==> config.mk <==
export PLATFORM = sky130hd
export DESIGN_NAME = rsp_bound
export DESIGN_NICKNAME = d
export VERILOG_FILES = /design/src/hw/rtl/rsp_pkg.sv /design/src/hw/rtl/rsp_bound.sv
export SDC_FILE = /design/constraint.sdc
export NUM_CORES = 1
export LEC_CHECK = 0
export BUFFER_PORTS_ARGS = -buffer_cell sky130_fd_sc_hd__buf_4
export CORE_AREA = 2 2 163 165
export DETAILED_ROUTE_END_ITERATION = 6
export DIE_AREA = 0 0 165 167
export HOLD_SLACK_MARGIN = 0.12
export MAX_ROUTING_LAYER = met4
export PLACE_DENSITY = 0.76
export SYNTH_ARGS = -nofsm -noshare
export SYNTH_HDL_FRONTEND = slang
export SYNTH_SLANG_ARGS = --single-unit
==> constraint.sdc <==
create_clock -name clk_i -period 10.9 [get_ports clk_i]
set_input_delay 0.545 -clock clk_i [delete_from_list [all_inputs] [get_ports clk_i]]
set_output_delay 0.545 -clock clk_i [all_outputs]
set_load 0.01 [all_outputs]
==> src/hw/rtl/rsp_pkg.sv <==
// Shared types and constants for the sprite projection pipeline.
package rsp_pkg;

  localparam int AddrW = 5;

  typedef enum logic [2:0] {
    RegScreenWidth  = 3'd0,
    RegScreenHeight = 3'd1,
    RegPlayerX      = 3'd2,
    RegPlayerY      = 3'd3,
    RegDirX         = 3'd4,
    RegDirY         = 3'd5,
    RegPlaneX       = 3'd6,
    RegPlaneY       = 3'd7
  } cfg_reg_e;

  typedef struct packed {
    logic        [12:0] screen_width;
    logic        [12:0] screen_height;
    logic signed [31:0] player_x;
    logic signed [31:0] player_y;
    logic signed [31:0] dir_x;
    logic signed [31:0] dir_y;
    logic signed [31:0] plane_x;
    logic signed [31:0] plane_y;
  } cfg_t;

  // flags riding along the camera-space divider
  typedef struct packed {
    logic det_zero;
    logic ovf_x;
    logic ovf_y;
    logic neg_x;
    logic neg_y;
  } div1_pl_t;

  // depth and flags riding along the screen-space divider
  typedef struct packed {
    logic signed [31:0] depth;
    logic               depth_zero;
    logic               ovf_size;
    logic               ovf_center;
    logic               neg_center;
  } div2_pl_t;

endpackage

==> src/hw/rtl/rsp_bound.sv <==
// Last stage: size and center saturation, clamped bounds, output register.
module rsp_bound (
  input  logic                clk_i,
  input  logic                rst_ni,
  input  rsp_pkg::cfg_t       cfg_i,
  input  logic                valid_i,
  output logic                ready_o,
  input  logic [1:0][15:0]    quo_i,
  input  rsp_pkg::div2_pl_t   pl_i,
  output logic                valid_o,
  input  logic                ready_i,
  output logic [127:0]        data_o
);

  logic         v_q;
  logic [127:0] data_q;

  logic [15:0]        size;
  logic [16:0]        cmag;
  logic [16:0]        ncmag;
  logic [15:0]        center;
  logic signed [18:0] hh, hw, h, w, half, ctr, r0, r1, c0, c1;

  assign ready_o = !v_q || ready_i;

  always_comb begin
    hw    = 19'({cfg_i.screen_width[12:1]});
    hh    = 19'({cfg_i.screen_height[12:1]});
    w     = 19'(cfg_i.screen_width);
    h     = 19'(cfg_i.screen_height);
    size  = (pl_i.depth_zero || pl_i.ovf_size) ? 16'hffff : quo_i[0];
    cmag  = pl_i.ovf_center ? 17'h1_0000 : {1'b0, quo_i[1]};
    ncmag = -cmag;
    if (pl_i.depth_zero) begin
      center = hw[15:0];
    end else if (pl_i.neg_center) begin
      center = (cmag > 17'd32768) ? 16'h8000 : ncmag[15:0];
    end else begin
      center = (cmag > 17'd32767) ? 16'h7fff : cmag[15:0];
    end
    half = 19'(size[15:1]);
    ctr  = 19'($signed(center));
    r0   = hh - half;
    r1   = hh + half;
    c0   = ctr - half;
    c1   = ctr + half;
    if (r0 < 0) r0 = '0;
    if (r1 >= h) r1 = h - 19'sd1;
    if (c0 < 0) c0 = '0;
    if (c1 >= w) c1 = w - 19'sd1;
  end

  always_ff @(posedge clk_i or negedge rst_ni) begin
    if (!rst_ni) begin
      v_q <= 1'b0;
    end else if (ready_o) begin
      v_q <= valid_i;
    end
  end

  always_ff @(posedge clk_i) begin
    if (ready_o) begin
      data_q <= {c1[15:0], c0[15:0], r1[15:0], r0[15:0], size, center, pl_i.depth};
    end
  end

  assign valid_o = v_q;
  assign data_o  = data_q;

endmodule

# == Word level (Yosys, flattened, before mapping) ==
# Cells that the tools add are included.
# W data, S select, Z words.
# word_totals
memories,0
reg_bits,129
latch_bits,0
word_cells,29
mem_bits_ro,0
mem_bits_rw,0
# classes
div_mod_pow,0
order_cmp,6
n_eq_ne,0
add_sub_neg,7
n_mul,0
bitwise_logic,0
reduce_logical,3
mux,8
shift,0
# op_table
operator,n
$mux W16,7
$sub A13 B1 Y14 const B,2
$add A16 B16 Y17,1
$ge A17 B14 Y1,1
$gt A17 B15 Y1 const B,1
$gt A17 B16 Y1 const B,1
$lt A17 B1 Y1 const B,1
$mux W17,1
$sub A16 B16 Y17,1
$add A12 B15 Y16,1
$ge A16 B13 Y1,1
$lt A16 B1 Y1 const B,1
$neg A16 Y16,1
$sub A12 B15 Y16,1
$logic_or A1 B1 Y1,2
$logic_not A1 Y1,1

# == Logic depth before layout (Yosys ltp) ==
# Gate-level depths: netlist (run 1).
# logic_depth
ltp_word,8
mapped_depth,28
mapped_depth_nobuf,24

# == Worst setup path after synthesis (run 1) ==
# OpenSTA, ideal clock, no wires.
# synth_path
path_kind,input -> register
startpoint,input quo_i[19] (netlist bit)
endpoint,"register data_q[125] (netlist: data_o[125]), data pin"
arrival_time_ns,5.771
path_buffers,3
path_stages,27
setup_time_ns,0.264
setup_slack_ns,4.866
cell_sequence,or4_4 -> nor4_4 -> nand3b_1 -> a21oi_2 -> nand2_1 -> clkbuf_1 -> nor3b_1 -> a21oi_1 -> a22oi_1 -> ha_1 -> buf_2 -> a21oi_1 -> o211ai_1 -> a21o_1 -> a21oi_1 -> xor2_1 -> inv_1 -> ha_1 -> a21oi_1 -> o22ai_1 -> a2111oi_0 -> o31ai_1 -> a221oi_1 -> nand4_1 -> buf_4 -> o31ai_1 -> nor2_1
# synth_via
elab_chain_len,8
word_cells_on_any_way,11
# synth_rtl
item,line,text
from (decl),rsp_bound.sv:8,"input logic [1:0][15:0] quo_i,"
$mux W17 *,rsp_bound.sv:32,"cmag = pl_i.ovf_center ? 17'h1_0000 : {1'b0, quo_i[1]};"
$neg A16 Y16 (tied with other cells),rsp_bound.sv:33,ncmag = -cmag;
$mux W16 (on tied branches),"rsp_bound.sv:37, rsp_bound.sv:39",
$mux W16 *,rsp_bound.sv:36,end else if (pl_i.neg_center) begin
$mux W16 *,rsp_bound.sv:34,if (pl_i.depth_zero) begin
net center[7],rsp_bound.sv:21,logic [15:0] center;
$add A16 B16 Y17 *,rsp_bound.sv:46,c1 = ctr + half;
$ge A17 B14 Y1,rsp_bound.sv:50,if (c1 >= w) c1 = w - 19'sd1;
$mux W16 *,rsp_bound.sv:50,
net c1[13],rsp_bound.sv:22,"logic signed [18:0] hh, hw, h, w, half, ctr, r0, r1, c0, c1;"
to (signal assigned),rsp_bound.sv:63,"data_q <= {c1[15:0], c0[15:0], r1[15:0], r0[15:0], size, center, pl_i.depth};"
to (decl),rsp_bound.sv:16,logic [127:0] data_q;
# Mark *: on every way through the listed nets, which the timed path passes. The rest lies on a longest branch.
# A chain may end at the register's enable or synchronous reset.

# == Worst setup path after layout (run 1) ==
# layout_path
startpoint,input quo_i[19] (netlist bit)
endpoint,"register data_q[126] (netlist: data_o[126]), data pin"
# layout_via
elab_chain_len,8
word_cells_on_any_way,11
# layout_rtl
item,line
$mux W17 *,rsp_bound.sv:32
$gt A17 B15 Y1 or $gt A17 B16 Y1 (tied branches),"rsp_bound.sv:39, rsp_bound.sv:37"
$mux W16 (on tied branches),"rsp_bound.sv:39, rsp_bound.sv:37"
$mux W16 *,rsp_bound.sv:36
$mux W16 *,rsp_bound.sv:34
net center[1],rsp_bound.sv:21
$add A16 B16 Y17 *,rsp_bound.sv:46
$ge A17 B14 Y1,rsp_bound.sv:50
$mux W16 *,rsp_bound.sv:50
net c1[14],rsp_bound.sv:22
# Marked as above.

==> results of run 1 <==
-- cell type report --
type | count | share of cell area, %
clock buffers | 17 | 3.52
well taps | 335 | 3.47
repair buffers | 235 | 14.6
flip-flops and latches | 129 | 32.0
inverters | 72 | 2.24
multi-input cells | 734 | 42.7
clock inverters | 15 | 1.43
-- flip-flops by register name (all words and copies together) (netlist names) --
name	flops
valid_o	1
data_o	128
-- worst reg2reg max path: cells and delay by family, from the launching register on --
family                 cells  cell delay [ns]
flip-flops                 1             0.41
AND/OR/NAND/NOR            1             0.59
buffers and inverters      1             0.86
-- how the worst max path moves through the flow --
stage / start / to
finish: quo_i[19] / data_o[126]
global route: quo_i[19] / data_o[126]
CTS: quo_i[19] / data_o[126]
detailed placement: quo_i[19] / data_o[126]
global placement: quo_i[19] / data_o[126]
floorplan: quo_i[19] / data_o[125]
-- synth_stat cells, types with 9 or more instances --
| master | instances | area share [%] |
|---|---|---|
| ha_1 | 84 | 11 |
| mux2_2 | 11 | 1.3 |
| or3_1 | 49 | 3.2 |
| a21oi_1 | 77 | 4.1 |
| o21a_1 | 10 | 0.79 |
| inv_1 | 71 | 2.8 |
| nand4_1 | 24 | 1.6 |
| edfxtp_1 | 128 | 40 |
| nor2_1 | 71 | 2.8 |
| nand2_1 | 45 | 1.8 |
| nand2b_1 | 11 | 0.72 |
| o211ai_1 | 10 | 0.79 |
| xnor2_1 | 48 | 4.4 |
| o31ai_1 | 10 | 0.79 |
| buf_2 | 15 | 0.79 |
| nand3_1 | 42 | 2.2 |
| nor3_1 | 41 | 2.2 |
| xor2_1 | 9 | 0.83 |
| clkbuf_1 | 30 | 1.2 |
| a21o_1 | 14 | 1.1 |
| nor2b_1 | 11 | 0.72 |
| o21bai_1 | 12 | 0.95 |
| or2_2 | 9 | 0.59 |
| o21ai_0 | 33 | 1.7 |
-- power breakdown --
| part | total (mW) | leakage (nW) | switching (mW) | internal (mW) |
|---|---|---|---|---|
| Clock | 0.596 | 0.289 | 0.252 | 0.345 |
| Sequential | 0.613 | 1.30 | 0.0134 | 0.600 |
| Combinational | 0.512 | 3.50 | 0.301 | 0.211 |
-- layer usage --
layer,part of all wire [%],wire length [um]
met1,48,13600
met4,1.4,388
met3,9.2,2640
met5,0,0
met2,42,12000
-- cells by family (layout without fill, tap and decap cells) --
logic type      Yosys count  count (layout)  share of synthesized area (%)
simple gates            338             338                           18.6
mux                      14              14                           1.62
xor+xnor                 57              57                           5.25
fa+ha+maj                88              88                           11.9
other cells               1               2                         0.0394
buf+inv                 126             339                           5.34
compound gates          235             235                           16.5
flops                   129             129                           40.7
-- per-stage QoR --
step	cells	instance area, um^2	hold WS, ns	utilization [%]
2_1_floorplan	989	9510	0.249	-
5_1_grt	1537	12100	0.276	46.9
3_5_place_dp	1504	11500	0.323	44.5
4_1_cts	1537	12100	0.285	46.9
3_3_place_gp	1504	11500	0.320	44.5
6_report	1537	12100	0.296	46.9
-- repair_timing --
item | 4_1_cts | 5_1_grt
setup buffers | 0 | 0
hold buffers | 1 | 0
hold endpoints to repair | 1 | 0
==> qor.txt, run 1 <==
Status: finished, final reports clean
Clock Tree Buf Depth: 2
CP max-delay cell: nand4_1
Worst-path cell chain: buf_4 > or4_4 > nor4_4 > nand3b_1 > a21oi_2 > nand2_1 > o311ai_0 > a21boi_0 > ha_1 > a211oi_1 > o21a_1 > o21a_1 > a21oi_1 > xnor2_1 > ha_1 > inv_1 > o22ai_1 > a2111oi_0 > o31ai_1 > a221oi_1 > nand4_1 > o31ai_1 > a31oi_1
Worst Max-Slew Pin Slew: 1.21 ns
Final ANT Viol Nets: 0
Wirelength, routed: 28.6 mm
WP buf/inv: 2
Setup Skew: 0.0132 ns
Synth warn: 0
Clk_lat worst skew: 0.43 ns
Placer Congestion: 0.906
Initial core utilization: 36.9%
Most frequent cells in the layout: 234 x buf_4, 128 x edfxtp_1, 84 x ha_1
DRT iter0 DRCs: 768
Async SR Flop Fraction: 0.775%
Clock H-tree levels: 4
Post-synth EDFFs: 128
GRT Max-Usage Layer: met1
Fin crit period: 7.58 ns
DRC viols: 0
# rows: 59
HP Class: input port to register
Max Fclk: 132 MHz
Slew HR: 18.5%
Cell family with most CP delay: compound AO/OA/AOI/OAI gates
WL per Instance: 18.6 um
Synth Flop Type: edfxtp_1
TritonCTS clock tree: yes
Cells after Synth: 988
Worst r2r path cells: 2
Setup_tns: 0 ns
Sequential area share after synthesis: 40.7%
FF/Latch Area: 3870 um^2
Pre-antenna DRT Iters: 5
Die Wd: 165 um
Slowest Stage Delay on Critical Path: 0.65 ns
RR Startpoint: valid_o
Vias: 8,499
WS Path Type: input port to register
Distinct cell type count after synthesis: 76
Worst R2R End: data_o[108]
Critical Path AT: 7.70 ns
Ports: 420
WP depth: 23
Endpoints failing hold: 0
Core ar.: 25,800 um^2
Mapped Area: 9510 um^2
Vias in the first global route: 7,896
CP Max Fanout: 15
Fin nets: 1,567
FILL cells: 2,461
Lkg Pwr: 5.09 nW
Pwr dens: 143 nW/um^2
GR Util met3: 3.61%
Hold Crit Depth: 1
Vias per cell: 5.53
Total power: 1.72 mW
Clock-pin slew on the worst setup and hold paths: 0.07 ns
Post-cts sizing count: 0
Share of cells above drive strength 1: 25.1%
Maximum vdd ir drop: 0.0847 mV
Grt total ovfl: 0
GRT Total Usage: 21.0%
CP Launch Type: input port
I/O Buffers: 227
DP Wirelength: 21.4 mm
Worst path required time: 11.02 ns
CP endpoint kind: register
Pin count of the biggest net entering global routing: 76
Met1 Use GR: 31.3%
Initial antenna violation count: 0
Final worst path period share: 69.6%
Unrepaired setup endpoints after global routing: false
# diodes: 0
Hold wc startpoint: pl_i[23]
Most common cell after layout, fill and taps aside: buf_4
Worst Hold Path EP: data_o[19]
Cts bufs inserted: 17
First-pass GRT wire length: 43.6 mm
Slew Limit Fails: 0
P&R area growth vs syn: 27.0%
Fin worst setup slack: 3.32 ns
Clock sink count: 129
GR Util met2: 29.5%
Setup violations, final: 0
Die ar.: 27,600 um^2
Synth Area per Inst: 9.63 um^2
Die height: 167 um
Clk root buf: clkbuf_16
Max cap viols: 0
Yosys reg bits: 129
R2r setup slk: 8.63 ns
Pre-CTS WS: 3.10 ns
Multi-input gate area: 5160 um^2
Power figures use the tool's default switching activity.
==> run 2: changes to the inputs <==
--- a/config.mk
+++ b/config.mk
@@ -6,12 +6,12 @@
 export NUM_CORES = 1
 export LEC_CHECK = 0
 export BUFFER_PORTS_ARGS = -buffer_cell sky130_fd_sc_hd__buf_4
-export CORE_AREA = 2 2 163 165
+export CORE_AREA = 2 2 165 167
 export DETAILED_ROUTE_END_ITERATION = 6
-export DIE_AREA = 0 0 165 167
+export DIE_AREA = 0 0 167 169
 export HOLD_SLACK_MARGIN = 0.12
 export MAX_ROUTING_LAYER = met4
-export PLACE_DENSITY = 0.76
+export PLACE_DENSITY = 0.75
 export SYNTH_ARGS = -nofsm -noshare
 export SYNTH_HDL_FRONTEND = slang
 export SYNTH_SLANG_ARGS = --single-unit
==> constraint.sdc (replaced) <==
create_clock -name clk_i -period 7.7 [get_ports clk_i]
set_input_delay 0.385 -clock clk_i [delete_from_list [all_inputs] [get_ports clk_i]]
set_output_delay 0.385 -clock clk_i [all_outputs]
set_load 0.01 [all_outputs]
==> run 2 against run 1 <==
The run now ends with DRC left. Clock skew up 0.00090 ns. Utilization down 0.99 points. Sequential share of layout area down 0.22 points. Global-route usage down 0.82 points. First-iteration DRC count down 16%. Wire length up 0.10%. Critical path type unchanged. Largest cell class unchanged.
==> qor.txt, run 2 (same netlist as run 1, synthesis figures left out) <==
Die height: 169 um (was 167 um)
Fin nets: 1,581 (was 1,567)
Pwr dens: 197 nW/um^2 (was 143 nW/um^2)
GRT Total Usage: 20.2% (was 21.0%)
Worst path required time: 7.91 ns (was 11.02 ns)
Final std cells w/o fill: 1,557 (was 1,537)
TritonCTS clock tree: yes (unchanged)
GR Util met3: 4.19% (was 3.61%)
Met1 Use GR: 29.6% (was 31.3%)
Initial core utilization: 35.9% (was 36.9%)
Final ANT Viol Nets: 0 (unchanged)
GR Util met2: 28.5% (was 29.5%)
Max cap viols: 0 (unchanged)
Ports: 420 (unchanged)
Most frequent cells in the layout: 244 x buf_4, 128 x edfxtp_1, 84 x ha_1 (was 234 x buf_4, 128 x edfxtp_1, 84 x ha_1)
Setup violations, final: 0 (unchanged)
Slew HR: 27.5% (was 18.5%)
Max reg flops: 128 (unchanged)
Critical Path AT: 6.99 ns (was 7.70 ns)
Worst Max-Slew Pin Slew: 1.08 ns (was 1.21 ns)
Sequential power share: 36.2% (was 35.6%)
HP Class: input port to register (unchanged)
CP Max Fanout: 13 (was 15)
Placer Congestion: 0.945 (was 0.906)
Clock H-tree levels: 4 (unchanged)
Violated checks: DRC
FILL cells: 2,555 (was 2,461)
Most common cell after layout, fill and taps aside: buf_4 (unchanged)
Post-CTS setup buffer count: 0 (unchanged)
# diodes: 0 (unchanged)
Vias: 8,415 (was 8,499)
# rows: 60 (was 59)
P&R area growth vs syn: 27.9% (was 27.0%)
Clk_lat worst skew: 0.43 ns (about the same)
Vias per cell: 5.40 (was 5.53)
Initial antenna violation count: 0 (unchanged)
Gate power share: 30.9% (was 29.8%)
Placed cell count: 1,520 (was 1,504)
First-pass GRT wire length: 43.6 mm (about the same)
Vias in the first global route: 7,704 (was 7,896)
Psw: 0.812 mW (was 0.566 mW)
Pin count of the biggest net entering global routing: 75 (was 76)
Die ar.: 28,200 um^2 (was 27,600 um^2)
Clock power share: 32.9% (was 34.6%)
Unrepaired setup endpoints after global routing: false (unchanged)
Clk root buf: clkbuf_16 (unchanged)
Max Fclk: 148 MHz
Pre-antenna DRT Iters: 7 (was 5)
Endpoints failing hold: 0 (unchanged)
Die Wd: 167 um (was 165 um)
DP Wirelength: 21.6 mm (was 21.4 mm)
CP Launch Type: input port (unchanged)
Setup_tns: 0 ns (unchanged)
Cts bufs inserted: 17 (unchanged)
Final worst path period share: 88.0%
Setup Skew: 0.0141 ns (was 0.0132 ns)
Clock Tree Buf Depth: 2 (unchanged)
Pre-CTS WS: 0.667 ns (was 3.10 ns)
I/O Buffers: 227 (unchanged)
Clock sink count: 129 (unchanged)
Grt total ovfl: 0 (unchanged)
Share of cells above drive strength 1: 25.7% (was 25.1%)
Fin worst setup slack: 0.921 ns (was 3.32 ns)
WS Path Type: input port to register (unchanged)
Slew Limit Fails: 0 (unchanged)
Clock-pin slew on the worst setup and hold paths: 0.07 ns (about the same)
Dpl cell area: 11,600 um^2 (was 11,500 um^2)
Wirelength, routed: 28.6 mm (about the same)
GRT Max-Usage Layer: met1 (unchanged)
Lkg Pwr: 5.14 nW (was 5.09 nW)
DRT iter0 DRCs: 644 (was 768)
CP endpoint kind: register (unchanged)
Cell Int Power: 1.59 mW (was 1.16 mW)
Maximum vdd ir drop: 0.150 mV (was 0.0847 mV)
Switching Fraction: 33.9% (was 32.9%)
Finished Cell Area: 12,200 um^2 (was 12,100 um^2)
Fin crit period: 6.78 ns
Core ar.: 26,500 um^2 (was 25,800 um^2)
WL per Instance: 18.4 um (was 18.6 um)
DRC viols: 1 (was 0)
Status: finished with violations (was finished, final reports clean)
==> run 2: changes by cell type in the layout (fill, tap and decap cells not counted), sizes merged <==
cell and delta:
clkinvlp -1, inv +2, clkinv +1, bufinv -2, buf +10, dlygate4sd3 +4
==> run 2: final cells by class <==
class	instances	area [um^2]	area share, %
inverters	72	270	2.22
clock buffers	17	425	3.50
multi-input cells	734	5160	42.4
well taps	341	427	3.51
flip-flops and latches	129	3870	31.8
repair buffers	249	1880	15.5
clock inverters	15	134	1.10
==> run 2: path summary, 6_finish.rpt <==
check                           from           to  slack [ns]  depth (start not counted)
min in group asynchronous     rst_ni      valid_o        0.28                          2
min reg2reg                  valid_o      valid_o        1.07                          2
max                        quo_i[19]  data_o[117]        0.92                         25
max reg2reg                  valid_o  data_o[110]        5.38                          2
max in group asynchronous     rst_ni      valid_o        7.34                          2
min                         pl_i[32]   data_o[28]        0.14                          1
==> run 2: routing by layer <==
layer / up-vias / wire length, um
met2: 344 / 12000
met3: 17 / 2390
met4: 0 / 316
met5: - / 0
li1: 4094 / -
met1: 3960 / 13900
==> run 2: timing repair <==
item                      CTS  global route
hold endpoints to repair    1             4
gates resized for setup     0             0
hold buffers                1             4
==> run 2: critical path: stages <==
cell	delay (ns)
buf_4	0.13
or4_4	0.55
nor4_4	0.27
nand3b_1	0.17
a21oi_2	0.18
nand2_1	0.26
o311ai_0	0.44
a21boi_0	0.56
fa_1	0.38
a211oi_2	0.11
o211ai_1	0.31
a21o_1	0.16
a21oi_1	0.07
xor2_1	0.32
inv_1	0.14
ha_1	0.31
a21oi_1	0.16
o22ai_1	0.09
a2111oi_0	0.47
o31ai_1	0.20
a221oi_1	0.38
and4_1	0.32
buf_4	0.24
a21oi_1	0.08
nor3_1	0.32
==> run 2: power by group through the flow <==
| stage | Clock [mW] | Combinational [mW] | Sequential (mW) |
|---|---|---|---|
| after floorplan | 0 | 0.419 | 0.919 |
| after global placement | 0 | 0.715 | 0.882 |
| after detailed placement | 0 | 0.728 | 0.883 |
| after CTS | 0.809 | 0.733 | 0.869 |
| after global routing | 0.838 | 0.810 | 0.875 |
| final | 0.789 | 0.741 | 0.868 |
==> run 2: metrics by stage <==
stage / hold slack [ns] / power (mW) / utilization (%)
global route: 0.120 / 2.52 / 45.9
CTS: 0.121 / 2.41 / 45.7
global placement: 0.160 / 1.60 / 43.6
floorplan: 0.0894 / 1.34 / -
detailed placement: 0.162 / 1.61 / 43.6
finish: 0.136 / 2.40 / 45.9
