## src/hw/rtl/rsp_pkg.sv

```systemverilog
// Shared types and constants for the sprite projection pipeline.
package rsp_pkg;

  localparam int AddrW = 5;

  typedef enum logic [2:0] {
    RegScreenWidth  = 3'd0,
    RegScreenHeight = 3'd1,
    RegPlayerX      = 3'd2,
    RegPlayerY      = 3'd3,
    RegDirX         = 3'd4,
    RegDirY         = 3'd5,
    RegPlaneX       = 3'd6,
    RegPlaneY       = 3'd7
  } cfg_reg_e;

  typedef struct packed {
    logic        [12:0] screen_width;
    logic        [12:0] screen_height;
    logic signed [31:0] player_x;
    logic signed [31:0] player_y;
    logic signed [31:0] dir_x;
    logic signed [31:0] dir_y;
    logic signed [31:0] plane_x;
    logic signed [31:0] plane_y;
  } cfg_t;

  // flags riding along the camera-space divider
  typedef struct packed {
    logic det_zero;
    logic ovf_x;
    logic ovf_y;
    logic neg_x;
    logic neg_y;
  } div1_pl_t;

  // depth and flags riding along the screen-space divider
  typedef struct packed {
    logic signed [31:0] depth;
    logic               depth_zero;
    logic               ovf_size;
    logic               ovf_center;
    logic               neg_center;
  } div2_pl_t;

endpackage

```

## src/hw/rtl/rsp_scale.sv

```systemverilog
// Middle stages: saturate tX/tY, form the center numerator, set up the pixel divisions.
module rsp_scale (
  input  logic                clk_i,
  input  logic                rst_ni,
  input  rsp_pkg::cfg_t       cfg_i,
  input  logic                valid_i,
  output logic                ready_o,
  input  logic [1:0][31:0]    quo_i,
  input  rsp_pkg::div1_pl_t   pl_i,
  output logic                valid_o,
  input  logic                ready_i,
  output logic [1:0][45:0]    num_o,
  output logic [31:0]         den_o,
  output rsp_pkg::div2_pl_t   pl_o
);

  function automatic logic signed [31:0] fix_q(input logic [31:0] q, input logic ovf,
                                               input logic neg, input logic zero);
    logic [32:0] mag;
    logic [32:0] nmag;
    mag  = (ovf || q > 32'h8000_0000) ? 33'h0_8000_0000 : {1'b0, q};
    nmag = -mag;
    if (zero) begin
      fix_q = '0;
    end else if (neg) begin
      fix_q = nmag[31:0];
    end else if (mag[31]) begin
      fix_q = 32'sh7fff_ffff;
    end else begin
      fix_q = mag[31:0];
    end
  endfunction

  logic v1_q, v2_q, v3_q;
  logic r1, r2, r3;

  logic signed [31:0] tx_q, ty_q, ty2_q;
  logic signed [45:0] cn_q;
  logic [1:0][45:0]   num_q;
  logic [31:0]        den_q;
  rsp_pkg::div2_pl_t  pl_q;

  logic signed [32:0] tsum;
  logic [31:0]        aty;
  logic [45:0]        acn;

  assign r3      = !v3_q || ready_i;
  assign r2      = !v2_q || r3;
  assign r1      = !v1_q || r2;
  assign ready_o = r1;

  assign tsum = 33'(tx_q) + 33'(ty_q);
  assign aty  = ty2_q[31] ? 32'(-ty2_q) : 32'(ty2_q);
  assign acn  = cn_q[45] ? 46'(-cn_q) : 46'(cn_q);

  always_ff @(posedge clk_i or negedge rst_ni) begin
    if (!rst_ni) begin
      v1_q <= 1'b0;
      v2_q <= 1'b0;
      v3_q <= 1'b0;
    end else begin
      if (r1) v1_q <= valid_i;
      if (r2) v2_q <= v1_q;
      if (r3) v3_q <= v2_q;
    end
  end

  always_ff @(posedge clk_i) begin
    if (r1) begin
      tx_q <= fix_q(quo_i[0], pl_i.ovf_x, pl_i.neg_x, pl_i.det_zero);
      ty_q <= fix_q(quo_i[1], pl_i.ovf_y, pl_i.neg_y, pl_i.det_zero);
    end
    if (r2) begin
      cn_q  <= 46'($signed({1'b0, cfg_i.screen_width[12:1]})) * 46'(tsum);
      ty2_q <= ty_q;
    end
    if (r3) begin
      num_q[0]        <= 46'({cfg_i.screen_height, 16'h0});
      num_q[1]        <= acn;
      den_q           <= aty;
      pl_q.depth      <= ty2_q;
      pl_q.depth_zero <= (ty2_q == '0);
      pl_q.ovf_size   <= 32'(cfg_i.screen_height) >= aty;
      pl_q.ovf_center <= 48'(acn) >= {aty, 16'h0};
      pl_q.neg_center <= cn_q[45] ^ ty2_q[31];
    end
  end

  assign valid_o = v3_q;
  assign num_o   = num_q;
  assign den_o   = den_q;
  assign pl_o    = pl_q;

endmodule

```

## config.mk

```make
export PLATFORM = sky130hd
export DESIGN_NAME = rsp_scale
export DESIGN_NICKNAME = d
export VERILOG_FILES = /design/src/hw/rtl/rsp_pkg.sv /design/src/hw/rtl/rsp_scale.sv
export SDC_FILE = /design/constraint.sdc
export NUM_CORES = 1
export LEC_CHECK = 0
export ABC_CLOCK_PERIOD_IN_PS = 20000
export BUFFER_PORTS_ARGS = -buffer_cell sky130_fd_sc_hd__buf_4
export CORE_MARGIN = 4
export CORE_UTILIZATION = 56
export DETAILED_ROUTE_END_ITERATION = 7
export GPL_TIMING_DRIVEN = 0
export PLACE_DENSITY = 0.89
export SYNTH_ARGS = -nofsm -noshare
export SYNTH_HDL_FRONTEND = slang
export SYNTH_SLANG_ARGS = --single-unit
```

## constraint.sdc

```tcl
create_clock -name clk_i -period 20 [get_ports clk_i]
set_clock_uncertainty 0.2 [all_clocks]
set_input_delay 1 -clock clk_i [delete_from_list [all_inputs] [get_ports clk_i]]
set_output_delay 1 -clock clk_i [all_outputs]
set_load 0.03 [all_outputs]
```

**Yosys cells after proc, flatten, opt, wreduce, memory -nomap -nowiden**

Index checks and enable logic that the tools add are counted.

- Bits in registers: 272
- Output and inout bits: 162
- Logic and storage cells: 43

- Add/subtract/negate cells: 5
- $mul: 1
- Magnitude comparators: 4
- Muxes and demuxes: 8
- Bitwise operators: 1
- Reduce and logical (&&, ||, !) cells: 9

Operators by type and width:

| kind | count |
|---|---|
| 32-bit 2-to-1 mux | 5 |
| 32-bit negator | 3 |
| 32-bit greater-than comparator (second input constant) | 2 |
| 31-bit 2-to-1 mux | 2 |
| 46-bit by 48-bit greater-or-equal comparator with 1-bit output | 1 |
| 13-bit by 33-bit multiplier with 46-bit output | 1 |
| 46-bit 2-to-1 mux | 1 |
| 46-bit negator | 1 |
| 32-bit by 32-bit adder with 33-bit output | 1 |
| 13-bit by 32-bit greater-or-equal comparator with 1-bit output | 1 |
| 32-bit logical NOT | 1 |
| 1-bit logical OR | 5 |
| 1-bit logical NOT | 3 |
| 1-bit bitwise XOR | 1 |

**Depth between registers and ports, before layout**

Gate-level depths: netlist of the first run.

- Depth in word-level cells: 5
- Gate-level depth with buffers: 34
- Gate-level depth less buffers: 32

**Worst setup path before layout of the first run**

Ideal clock, no wire load.

- Path type: register to register
- From: register ty_q[0]
- To: register cn_q[45] (data pin)
- Library setup time: 0.273 ns
- Arrival time: 7.483 ns
- Required time: 19.527 ns
- Setup slack: 12.044 ns
- Cell stages (with the launch flop): 33
- Buffers on the path: 1
- Period minus slack after synthesis: 7.956 ns
- Cell sequence: edfxtp_1 -> ha_1 -> inv_1 -> fa_1 -> nor2b_1 -> o21a_1 -> o21a_1 -> o211ai_1 -> o21ai_0 -> a21o_1 -> a31o_2 -> a31oi_1 -> clkbuf_1 -> and2_1 -> fa_1 -> inv_1 -> fa_1 -> inv_1 -> fa_1 -> fa_1 -> inv_1 -> fa_1 -> inv_1 -> ha_1 -> a21o_1 -> a21oi_1 -> o21bai_1 -> a221o_1 -> a21o_1 -> nand2_1 -> o311ai_0 -> a2111oi_0 -> a311oi_1

- Cells in the longest elaborated chain, start to end: 2

RTL lines:

| item | RTL line | RTL |
|---|---|---|
| start, declared | rsp_scale.sv:37 | `logic signed [31:0] tx_q, ty_q, ty2_q;` |
| start signal, assigned | rsp_scale.sv:71 | `ty_q <= fix_q(quo_i[1], pl_i.ovf_y, pl_i.neg_y, pl_i.det_zero);` |
| 32-bit by 32-bit adder with 33-bit output | rsp_scale.sv:52 | `assign tsum = 33'(tx_q) + 33'(ty_q);` |
| 13-bit by 33-bit multiplier with 46-bit output | rsp_scale.sv:74 | `cn_q <= 46'($signed({1'b0, cfg_i.screen_width[12:1]})) * 46'(tsum);` |
| end signal, assigned | rsp_scale.sv:74 |  |
| end, declared | rsp_scale.sv:38 | `logic signed [45:0] cn_q;` |

No other way between the ends.
A chain may end at the register's enable or synchronous reset.

**Worst setup path in the final report of the first run**

Ends and elaborated chain as after synthesis.

==> run_summary.xml, run 1 <==
<?xml version="1.0" encoding="UTF-8"?>
<metrics>
  <group name="outcome">
    <metric name="result_of_the_run" unit="">complete, no violations</metric>
  </group>
  <group name="sta">
    <metric name="setup_viol" unit="">0</metric>
    <metric name="grt_setup_unrepaired" unit="">false</metric>
    <metric name="slew_violations" unit="">0</metric>
    <metric name="fmaxAchievable" unit="MHz">98.7</metric>
    <metric name="setup-tns-final" unit="ns">0</metric>
    <metric name="timing_hold_violations_final" unit="">0</metric>
    <metric name="time_the_final_worst_path_needs_with_i_o_delays_and_setup" unit="ns">10.13</metric>
    <metric name="max_slew_headroom" unit="">0.319</metric>
    <metric name="worst_slew_pin_slew" unit="ns">1.01</metric>
    <metric name="min_period_over_period" unit="">0.506</metric>
    <metric name="final.setup.worst_slack" unit="ns">9.87</metric>
  </group>
  <group name="die">
    <metric name="die_width" unit="µm">236</metric>
    <metric name="start_util" unit="">0.568</metric>
    <metric name="die_y_extent" unit="µm">236</metric>
    <metric name="die_area" unit="µm²">55800</metric>
    <metric name="design.portCount" unit="">453</metric>
    <metric name="num_rows" unit="">83</metric>
    <metric name="fp.coreArea" unit="µm²">51400</metric>
  </group>
  <group name="clock_tree">
    <metric name="tritoncts.num_buffers" unit="">28</metric>
    <metric name="cts_tree" unit="">yes</metric>
    <metric name="htree_levels" unit="">1</metric>
    <metric name="clk_latency" unit="ns">0.57</metric>
    <metric name="path_clk_slew" unit="ns">0.06</metric>
    <metric name="cts_max_path_buffers" unit="">3</metric>
    <metric name="cts.repair.resized" unit="">0</metric>
    <metric name="numClockSinks" unit="">271</metric>
    <metric name="ctsRootBufferMaster" unit="">sky130_fd_sc_hd__clkbuf_16</metric>
  </group>
  <group name="global_routing">
    <metric name="globalRouteOverflowTotal" unit="">0</metric>
    <metric name="pin_count_of_the_biggest_net_entering_global_routing" unit="">67</metric>
    <metric name="first_global_vias" unit="">23600</metric>
    <metric name="global_route.usage.total" unit="">0.307</metric>
    <metric name="antenna_violations_before_repair" unit="">9</metric>
    <metric name="first_pass_grt_wire_length" unit="µm">135000</metric>
  </group>
  <group name="run">
    <metric name="maxCapViolCount" unit="">0</metric>
  </group>
  <group name="placement">
    <metric name="port_buffers" unit="">222</metric>
    <metric name="dp_slack" unit="ns">10.24</metric>
    <metric name="dpl.hpwl" unit="µm">71100</metric>
    <metric name="gp_congestion" unit="">1.00</metric>
  </group>
  <group name="hold_path">
    <metric name="hold_path_end" unit="">ty2_q[0]$_DFFE_PP_</metric>
    <metric name="min_path_type" unit="">reg -&gt; reg</metric>
    <metric name="holdPathStages" unit="">0</metric>
    <metric name="hold_start" unit="">ty_q[0]$_SDFFCE_PP0P_</metric>
  </group>
  <group name="cells_and_area">
    <metric name="final_common_cell" unit="">sky130_fd_sc_hd__inv_1</metric>
    <metric name="post-route-util" unit="">0.640</metric>
    <metric name="layout-drive-gt1-share" unit="">0.103</metric>
    <metric name="layout_common_cells" unit="">478 x sky130_fd_sc_hd__inv_1, 349 x sky130_fd_sc_hd__fa_1, 329 x sky130_fd_sc_hd__nand2_1</metric>
    <metric name="area_growth" unit="%">12.7</metric>
    <metric name="num-nets-final" unit="">4117</metric>
  </group>
  <group name="synth">
    <metric name="netlist_instances" unit="">3002</metric>
    <metric name="ys.flop_type" unit="">sky130_fd_sc_hd__edfxtp_1</metric>
    <metric name="synth_seq_area_share" unit="">0.278</metric>
    <metric name="number_of_enable_type_register_cells_in_the_synthesized_netlist" unit="">268</metric>
    <metric name="async_flop_share" unit="">0.0111</metric>
    <metric name="ys.warnings.count" unit="">0</metric>
    <metric name="syn-cell-area" unit="µm²">29200</metric>
    <metric name="post_synth.cell_area_avg" unit="µm²">9.72</metric>
    <metric name="flop_and_latch_count_out_of_synthesis" unit="">271</metric>
    <metric name="synth_cell_type_count" unit="">79</metric>
  </group>
  <group name="route">
    <metric name="num_vias" unit="">23700</metric>
    <metric name="remaining_number_of_nets_flagged_by_the_antenna_check_after_routing" unit="">0</metric>
    <metric name="drt-vias-per-instance" unit="">5.94</metric>
    <metric name="post-route-drc-count" unit="">0</metric>
    <metric name="firstDrtPassIters" unit="">6</metric>
    <metric name="wl_per_cell" unit="µm">21.8</metric>
    <metric name="detail_route.iter0.violations" unit="">2762</metric>
    <metric name="route.final.wire_length" unit="µm">87100</metric>
  </group>
  <group name="critical_path">
    <metric name="startpoint_kind_of_the_worst_setup_timing_path" unit="">flop</metric>
    <metric name="timing.critical_path.required" unit="ns">20.12</metric>
    <metric name="worst_ep_arrival_time" unit="ns">10.25</metric>
    <metric name="worst_path_max_delay_cell" unit="">sky130_fd_sc_hd__a2111oi_0</metric>
    <metric name="criticalPathCategory" unit="">reg -&gt; reg</metric>
    <metric name="worst_r2r_endpoint" unit="">cn_q[45]$_DFFE_PP_</metric>
    <metric name="crit_path_frequent_cell" unit="">sky130_fd_sc_hd__fa_1</metric>
    <metric name="critical_path_peak_fanout" unit="">10</metric>
    <metric name="setup_slack_of_the_most_critical_reg_to_reg_path" unit="ns">9.87</metric>
    <metric name="launching_point_of_the_worst_reg2reg_path" unit="">ty_q[0]$_SDFFCE_PP0P_</metric>
    <metric name="crit_path_max_incr_delay" unit="ns">0.84</metric>
    <metric name="worst-r2r-cell-count" unit="">31</metric>
    <metric name="end_kind" unit="">flop</metric>
  </group>
</metrics>
[state kept, by name, summed over array words and instances, names as in the netlist]
name and count:
v2_q 1, cn_q 46, tx_q 32, ty2_q 32
num_o 59, v1_q 1, den_o 32, valid_o 1
pl_o 35, ty_q 32
[worst max-delay path, delay by kind of cell (launching register included)]
family | cells | cell delay (ns)
fa+ha+maj | 8 | 3.38
simple gates | 5 | 0.67
compound gates | 12 | 4.20
buf+inv | 6 | 1.02
flops | 1 | 0.39
[area by class of cell]
type / instances / area (µm²)
multi-input cells: 2121 / 18600
fillers: 3965 / 18500
flip-flops and latches: 271 / 8120
repair buffers: 232 / 1820
inverters: 480 / 1800
well taps: 680 / 851
plain buffers: 162 / 737
clock buffers: 31 / 712
clock inverters: 19 / 183
diodes: 4 / 10.0
[kinds of logic after synthesis]
group           after synthesis  synth area share
xor+xnor                    149            0.0447
compound gates              500             0.113
fa+ha+maj                   530             0.317
mux                           6           0.00206
other cells                   1          0.000129
simple gates                903             0.157
buf+inv                     642            0.0870
flops                       271             0.278
[layer usage]
layer | track usage | vias up | part of all wire
li1 | - | 10500 | -
met2 | 0.471 | 1588 | 0.44
met1 | 0.421 | 11400 | 0.39
met4 | 0.123 | 16 | 0.051
met5 | 0 | - | 0.0014
met3 | 0.0787 | 264 | 0.13
[synth_stat cells, drive strengths merged, types with 12 or more instances]
master / number / share of area
and2: 187 / 0.040
a31oi: 19 / 0.0041
inv: 478 / 0.062
xnor2: 116 / 0.035
edfxtp: 268 / 0.28
or2: 12 / 0.0027
o41ai: 19 / 0.0057
or3: 22 / 0.0048
o211ai: 18 / 0.0046
a311oi: 14 / 0.0042
ha: 181 / 0.078
o31ai: 25 / 0.0069
nor2: 112 / 0.014
xor2: 33 / 0.0099
o21a: 19 / 0.0049
buf: 41 / 0.0097
fa: 349 / 0.24
nand2: 330 / 0.043
nand3: 38 / 0.0065
or4: 26 / 0.0075
nand4: 22 / 0.0047
clkbuf: 121 / 0.016
a211oi: 19 / 0.0049
o21bai: 15 / 0.0039
nor2b: 27 / 0.0058
nor4: 16 / 0.0045
a21o: 44 / 0.011
nand2b: 34 / 0.0073
a21oi: 138 / 0.024
o21ai: 98 / 0.017
nor3: 48 / 0.0084
[how the worst max path moves through the flow]
| stage | start | end | slack [ns] | depth (start not counted) |
|---|---|---|---|---|
| floorplan | ty_q[0]$_SDFFCE_PP0P_ | cn_q[45]$_DFFE_PP_ | 12.04 | 32 |
| global placement | ty_q[0]$_SDFFCE_PP0P_ | cn_q[45]$_DFFE_PP_ | 10.32 | 32 |
| detailed placement | ty_q[0]$_SDFFCE_PP0P_ | cn_q[45]$_DFFE_PP_ | 10.24 | 32 |
| CTS | ty_q[0]$_SDFFCE_PP0P_ | cn_q[45]$_DFFE_PP_ | 10.26 | 32 |
| global route | ty_q[0]$_SDFFCE_PP0P_ | cn_q[45]$_DFFE_PP_ | 9.41 | 31 |
| finish | ty_q[0]$_SDFFCE_PP0P_ | cn_q[45]$_DFFE_PP_ | 9.87 | 31 |
[repair_timing]
action                                 CTS  global route
setup buffers                            0             0
hold buffers                             1             0
endpoints found under the hold margin    3             0
[through the flow]
| step | cell area [µm²] | hold WS, ns | std cells |
|---|---|---|---|
| 6_report | 32900 | 0.263 | 4000 |
| 5_1_grt | 32900 | 0.282 | 3996 |
| 4_1_cts | 32900 | 0.270 | 3996 |
| 3_5_place_dp | 32000 | 0.255 | 3945 |
| 3_3_place_gp | 31800 | 0.239 | 3936 |
| 2_1_floorplan | 29300 | 0.224 | 3034 |
Power of run 1 is not shown: default switching activity piles up to over one toggle a cycle in this logic, so the estimate is an artifact.
==> inputs of run 2 (changes only) <==
--- a/config.mk
+++ b/config.mk
@@ -5,10 +5,10 @@
 export SDC_FILE = /design/constraint.sdc
 export NUM_CORES = 1
 export LEC_CHECK = 0
-export ABC_CLOCK_PERIOD_IN_PS = 20000
+export ABC_CLOCK_PERIOD_IN_PS = 9000
 export BUFFER_PORTS_ARGS = -buffer_cell sky130_fd_sc_hd__buf_4
 export CORE_MARGIN = 4
-export CORE_UTILIZATION = 56
+export CORE_UTILIZATION = 54
 export DETAILED_ROUTE_END_ITERATION = 7
 export GPL_TIMING_DRIVEN = 0
 export PLACE_DENSITY = 0.89
==> constraint.sdc (replaced) <==
create_clock -name clk_i -period 9 [get_ports clk_i]
set_clock_uncertainty 0.2 [all_clocks]
set_input_delay 0.45 -clock clk_i [delete_from_list [all_inputs] [get_ports clk_i]]
set_output_delay 0.45 -clock clk_i [all_outputs]
set_load 0.03 [all_outputs]
==> run 2 against run 1 <==
The flow now finishes with violations (design-rule violations). Worst hold slack worse by 0.21 ns. Final area increased by 1.6%. Flip-flop and latch count unchanged. Global-route usage is essentially flat. Sequential share of layout area down 0.40 points. First-iteration DRC count fell by 18%. Register-to-register slack lost 9.6 ns. Via count rose by 0.91%. Die area grew 3.6%. Core utilization shrank 0.87 points. Maximum frequency up 17%. Cell count grew 0.80%. Critical endpoint is now cn_q[44]$_DFFE_PP_. Largest cell class unchanged.
==> run_summary.xml, run 2 (same netlist as run 1, synthesis figures left out) <==
<?xml version="1.0" encoding="UTF-8"?>
<metrics>
  <group name="cells_and_area">
    <metric name="area_growth" unit="%">14.5</metric>
    <metric name="largest_reg_flops" unit="">59</metric>
    <metric name="layout-drive-gt1-share" unit="">0.122</metric>
    <metric name="final_common_cell" unit="">sky130_fd_sc_hd__inv_1</metric>
    <metric name="num-fill-cells" unit="">4130</metric>
    <metric name="area_occupied_by_registers" unit="µm²">8120</metric>
    <metric name="num-nets-final" unit="">4142</metric>
    <metric name="multi_input_comb_area" unit="µm²">18800</metric>
    <metric name="layout_common_cells" unit="">477 x sky130_fd_sc_hd__inv_1, 348 x sky130_fd_sc_hd__fa_1, 328 x sky130_fd_sc_hd__nand2_1</metric>
  </group>
  <group name="sta">
    <metric name="worst_slew_pin_slew" unit="ns">0.993</metric>
    <metric name="max_slew_headroom" unit="">0.338</metric>
    <metric name="fmaxAchievable" unit="MHz">115</metric>
    <metric name="timing_hold_violations_final" unit="">0</metric>
    <metric name="min_period_over_period" unit="">0.965</metric>
    <metric name="slew_violations" unit="">0</metric>
    <metric name="time_the_final_worst_path_needs_with_i_o_delays_and_setup" unit="ns">8.68</metric>
    <metric name="finalHoldWorstSlack" unit="ns">0.0502</metric>
    <metric name="final.setup.worst_slack" unit="ns">0.317</metric>
    <metric name="setup_viol" unit="">0</metric>
  </group>
  <group name="global_routing">
    <metric name="first_global_vias" unit="">24000</metric>
    <metric name="globalRouteOverflowTotal" unit="">0</metric>
    <metric name="pin_count_of_the_biggest_net_entering_global_routing" unit="">65</metric>
    <metric name="global_route.usage.total" unit="">0.307</metric>
    <metric name="first_pass_grt_wire_length" unit="µm">137000</metric>
    <metric name="antenna_violations_before_repair" unit="">8</metric>
  </group>
  <group name="hold_path">
    <metric name="min_path_type" unit="">in -&gt; reg</metric>
    <metric name="holdPathStages" unit="">2</metric>
  </group>
  <group name="route">
    <metric name="drt-vias-per-instance" unit="">5.94</metric>
    <metric name="remaining_number_of_nets_flagged_by_the_antenna_check_after_routing" unit="">0</metric>
    <metric name="topRoutingLayerUsed" unit="">met5</metric>
    <metric name="route.met2.wl" unit="µm">39600</metric>
    <metric name="route.final.wire_length" unit="µm">89500</metric>
    <metric name="wl_met1" unit="µm">33500</metric>
    <metric name="num_vias" unit="">24000</metric>
    <metric name="firstDrtPassIters" unit="">8</metric>
    <metric name="detail_route.iter0.violations" unit="">2257</metric>
    <metric name="routed-wl-met3" unit="µm">11400</metric>
    <metric name="post-route-drc-count" unit="">3</metric>
    <metric name="wl_per_cell" unit="µm">22.2</metric>
  </group>
  <group name="outcome">
    <metric name="failed_checks" unit="">design-rule violations</metric>
    <metric name="result_of_the_run" unit="">finished with violations</metric>
  </group>
  <group name="critical_path">
    <metric name="critical_path_peak_fanout" unit="">10</metric>
    <metric name="worst_ep_arrival_time" unit="ns">8.81</metric>
    <metric name="startpoint_kind_of_the_worst_setup_timing_path" unit="">flop</metric>
    <metric name="crit_path_frequent_cell" unit="">sky130_fd_sc_hd__fa_1</metric>
    <metric name="end_kind" unit="">flop</metric>
    <metric name="criticalPathCategory" unit="">reg -&gt; reg</metric>
    <metric name="worst-r2r-cell-count" unit="">31</metric>
    <metric name="timing.critical_path.required" unit="ns">9.12</metric>
    <metric name="crit_path_max_incr_delay" unit="ns">0.59</metric>
    <metric name="setup_slack_of_the_most_critical_reg_to_reg_path" unit="ns">0.32</metric>
    <metric name="worst_path_max_delay_cell" unit="">sky130_fd_sc_hd__fa_1</metric>
  </group>
  <group name="run">
    <metric name="maxCapViolCount" unit="">0</metric>
  </group>
  <group name="clock_tree">
    <metric name="path_clk_slew" unit="ns">0.06</metric>
    <metric name="cts_max_path_buffers" unit="">3</metric>
    <metric name="htree_levels" unit="">1</metric>
    <metric name="ctsRootBufferMaster" unit="">sky130_fd_sc_hd__clkbuf_16</metric>
    <metric name="numClockSinks" unit="">271</metric>
    <metric name="tritoncts.num_buffers" unit="">28</metric>
    <metric name="clk_latency" unit="ns">0.58</metric>
    <metric name="cts_tree" unit="">yes</metric>
  </group>
  <group name="die">
    <metric name="num_rows" unit="">84</metric>
    <metric name="fp.coreArea" unit="µm²">53000</metric>
    <metric name="die_width" unit="µm">240</metric>
    <metric name="die_area" unit="µm²">57800</metric>
    <metric name="die_y_extent" unit="µm">240</metric>
    <metric name="start_util" unit="">0.551</metric>
    <metric name="design.portCount" unit="">453</metric>
  </group>
  <group name="placement">
    <metric name="dp_slack" unit="ns">-0.863</metric>
    <metric name="port_buffers" unit="">222</metric>
    <metric name="dpl.hpwl" unit="µm">71700</metric>
    <metric name="gp_congestion" unit="">0.997</metric>
  </group>
</metrics>
[run 2: changes by cell type in the layout (fill, tap and decap cells not counted), moves of 5 or more]
cell                            before  now
sky130_fd_sc_hd__buf_4             256  271
sky130_fd_sc_hd__clkbuf_1          124  100
sky130_fd_sc_hd__clkbuf_2            0   13
sky130_fd_sc_hd__clkinv_2            3    8
sky130_fd_sc_hd__dlygate4sd3_1       1   16
sky130_fd_sc_hd__o21ai_0            97   92
[run 2: cell type report]
class	count	share of cell area
Inverter	480	0.0540
Clock buffer	31	0.0213
Antenna cell	2	0.000150
Clock inverter	20	0.00689
Sequential cell	271	0.243
Timing Repair Buffer	260	0.0631
Tap cell	688	0.0258
Multi-Input combinational cell	2121	0.563
Buffer	159	0.0230
[run 2: path summary, 6_finish.rpt]
check                                      start                endpoint
max                        ty_q[0]$_SDFFCE_PP0P_      cn_q[44]$_DFFE_PP_
max reg2reg                ty_q[0]$_SDFFCE_PP0P_      cn_q[44]$_DFFE_PP_
min reg2reg                ty_q[0]$_SDFFCE_PP0P_      ty2_q[0]$_DFFE_PP_
max in group asynchronous                 rst_ni        v1_q$_DFFE_PN0P_
min                                    quo_i[59]  ty_q[27]$_SDFFCE_PP0P_
min in group asynchronous                 rst_ni     valid_o$_DFFE_PN0P_
[run 2: timing repair]
| item | CTS | global route |
|---|---|---|
| resized for setup | 24 | 63 |
| setup buffers | 5 | 8 |
| hold buffers | 16 | 0 |
| hold endpoints to repair | 17 | 0 |
| endpoints found under the setup margin | 11 | 13 |
| pin swaps | 3 | 11 |
[run 2: layer usage]
layer,up-vias,track usage
li1,10600,-
met1,11500,0.406
met2,1616,0.479
met3,262,0.0824
met4,10,0.136
met5,-,0
[run 2: per-stage QoR]
stage	util	cell area (µm²)	cells	setup TNS, ns
floorplan	-	29300	3034	0
global placement	0.601	31800	3944	-1.84
detailed placement	0.604	32000	3953	-2.71
CTS	0.627	33200	4025	0
global route	0.631	33400	4030	-0.148
finish	0.631	33400	4032	0
[run 2: critical path: cells and delay by family (launching register included)]
family | cells | cell delay (ns)
AO/OA/AOI/OAI | 13 | 2.41
XOR/XNOR | 1 | 0.37
adder cells (fa/ha/maj) | 8 | 3.70
buffers and inverters | 5 | 0.68
flip-flops | 1 | 0.35
multiplexers | 1 | 0.22
AND/OR/NAND/NOR | 3 | 0.51
Power of run 2 is left out for the same reason.
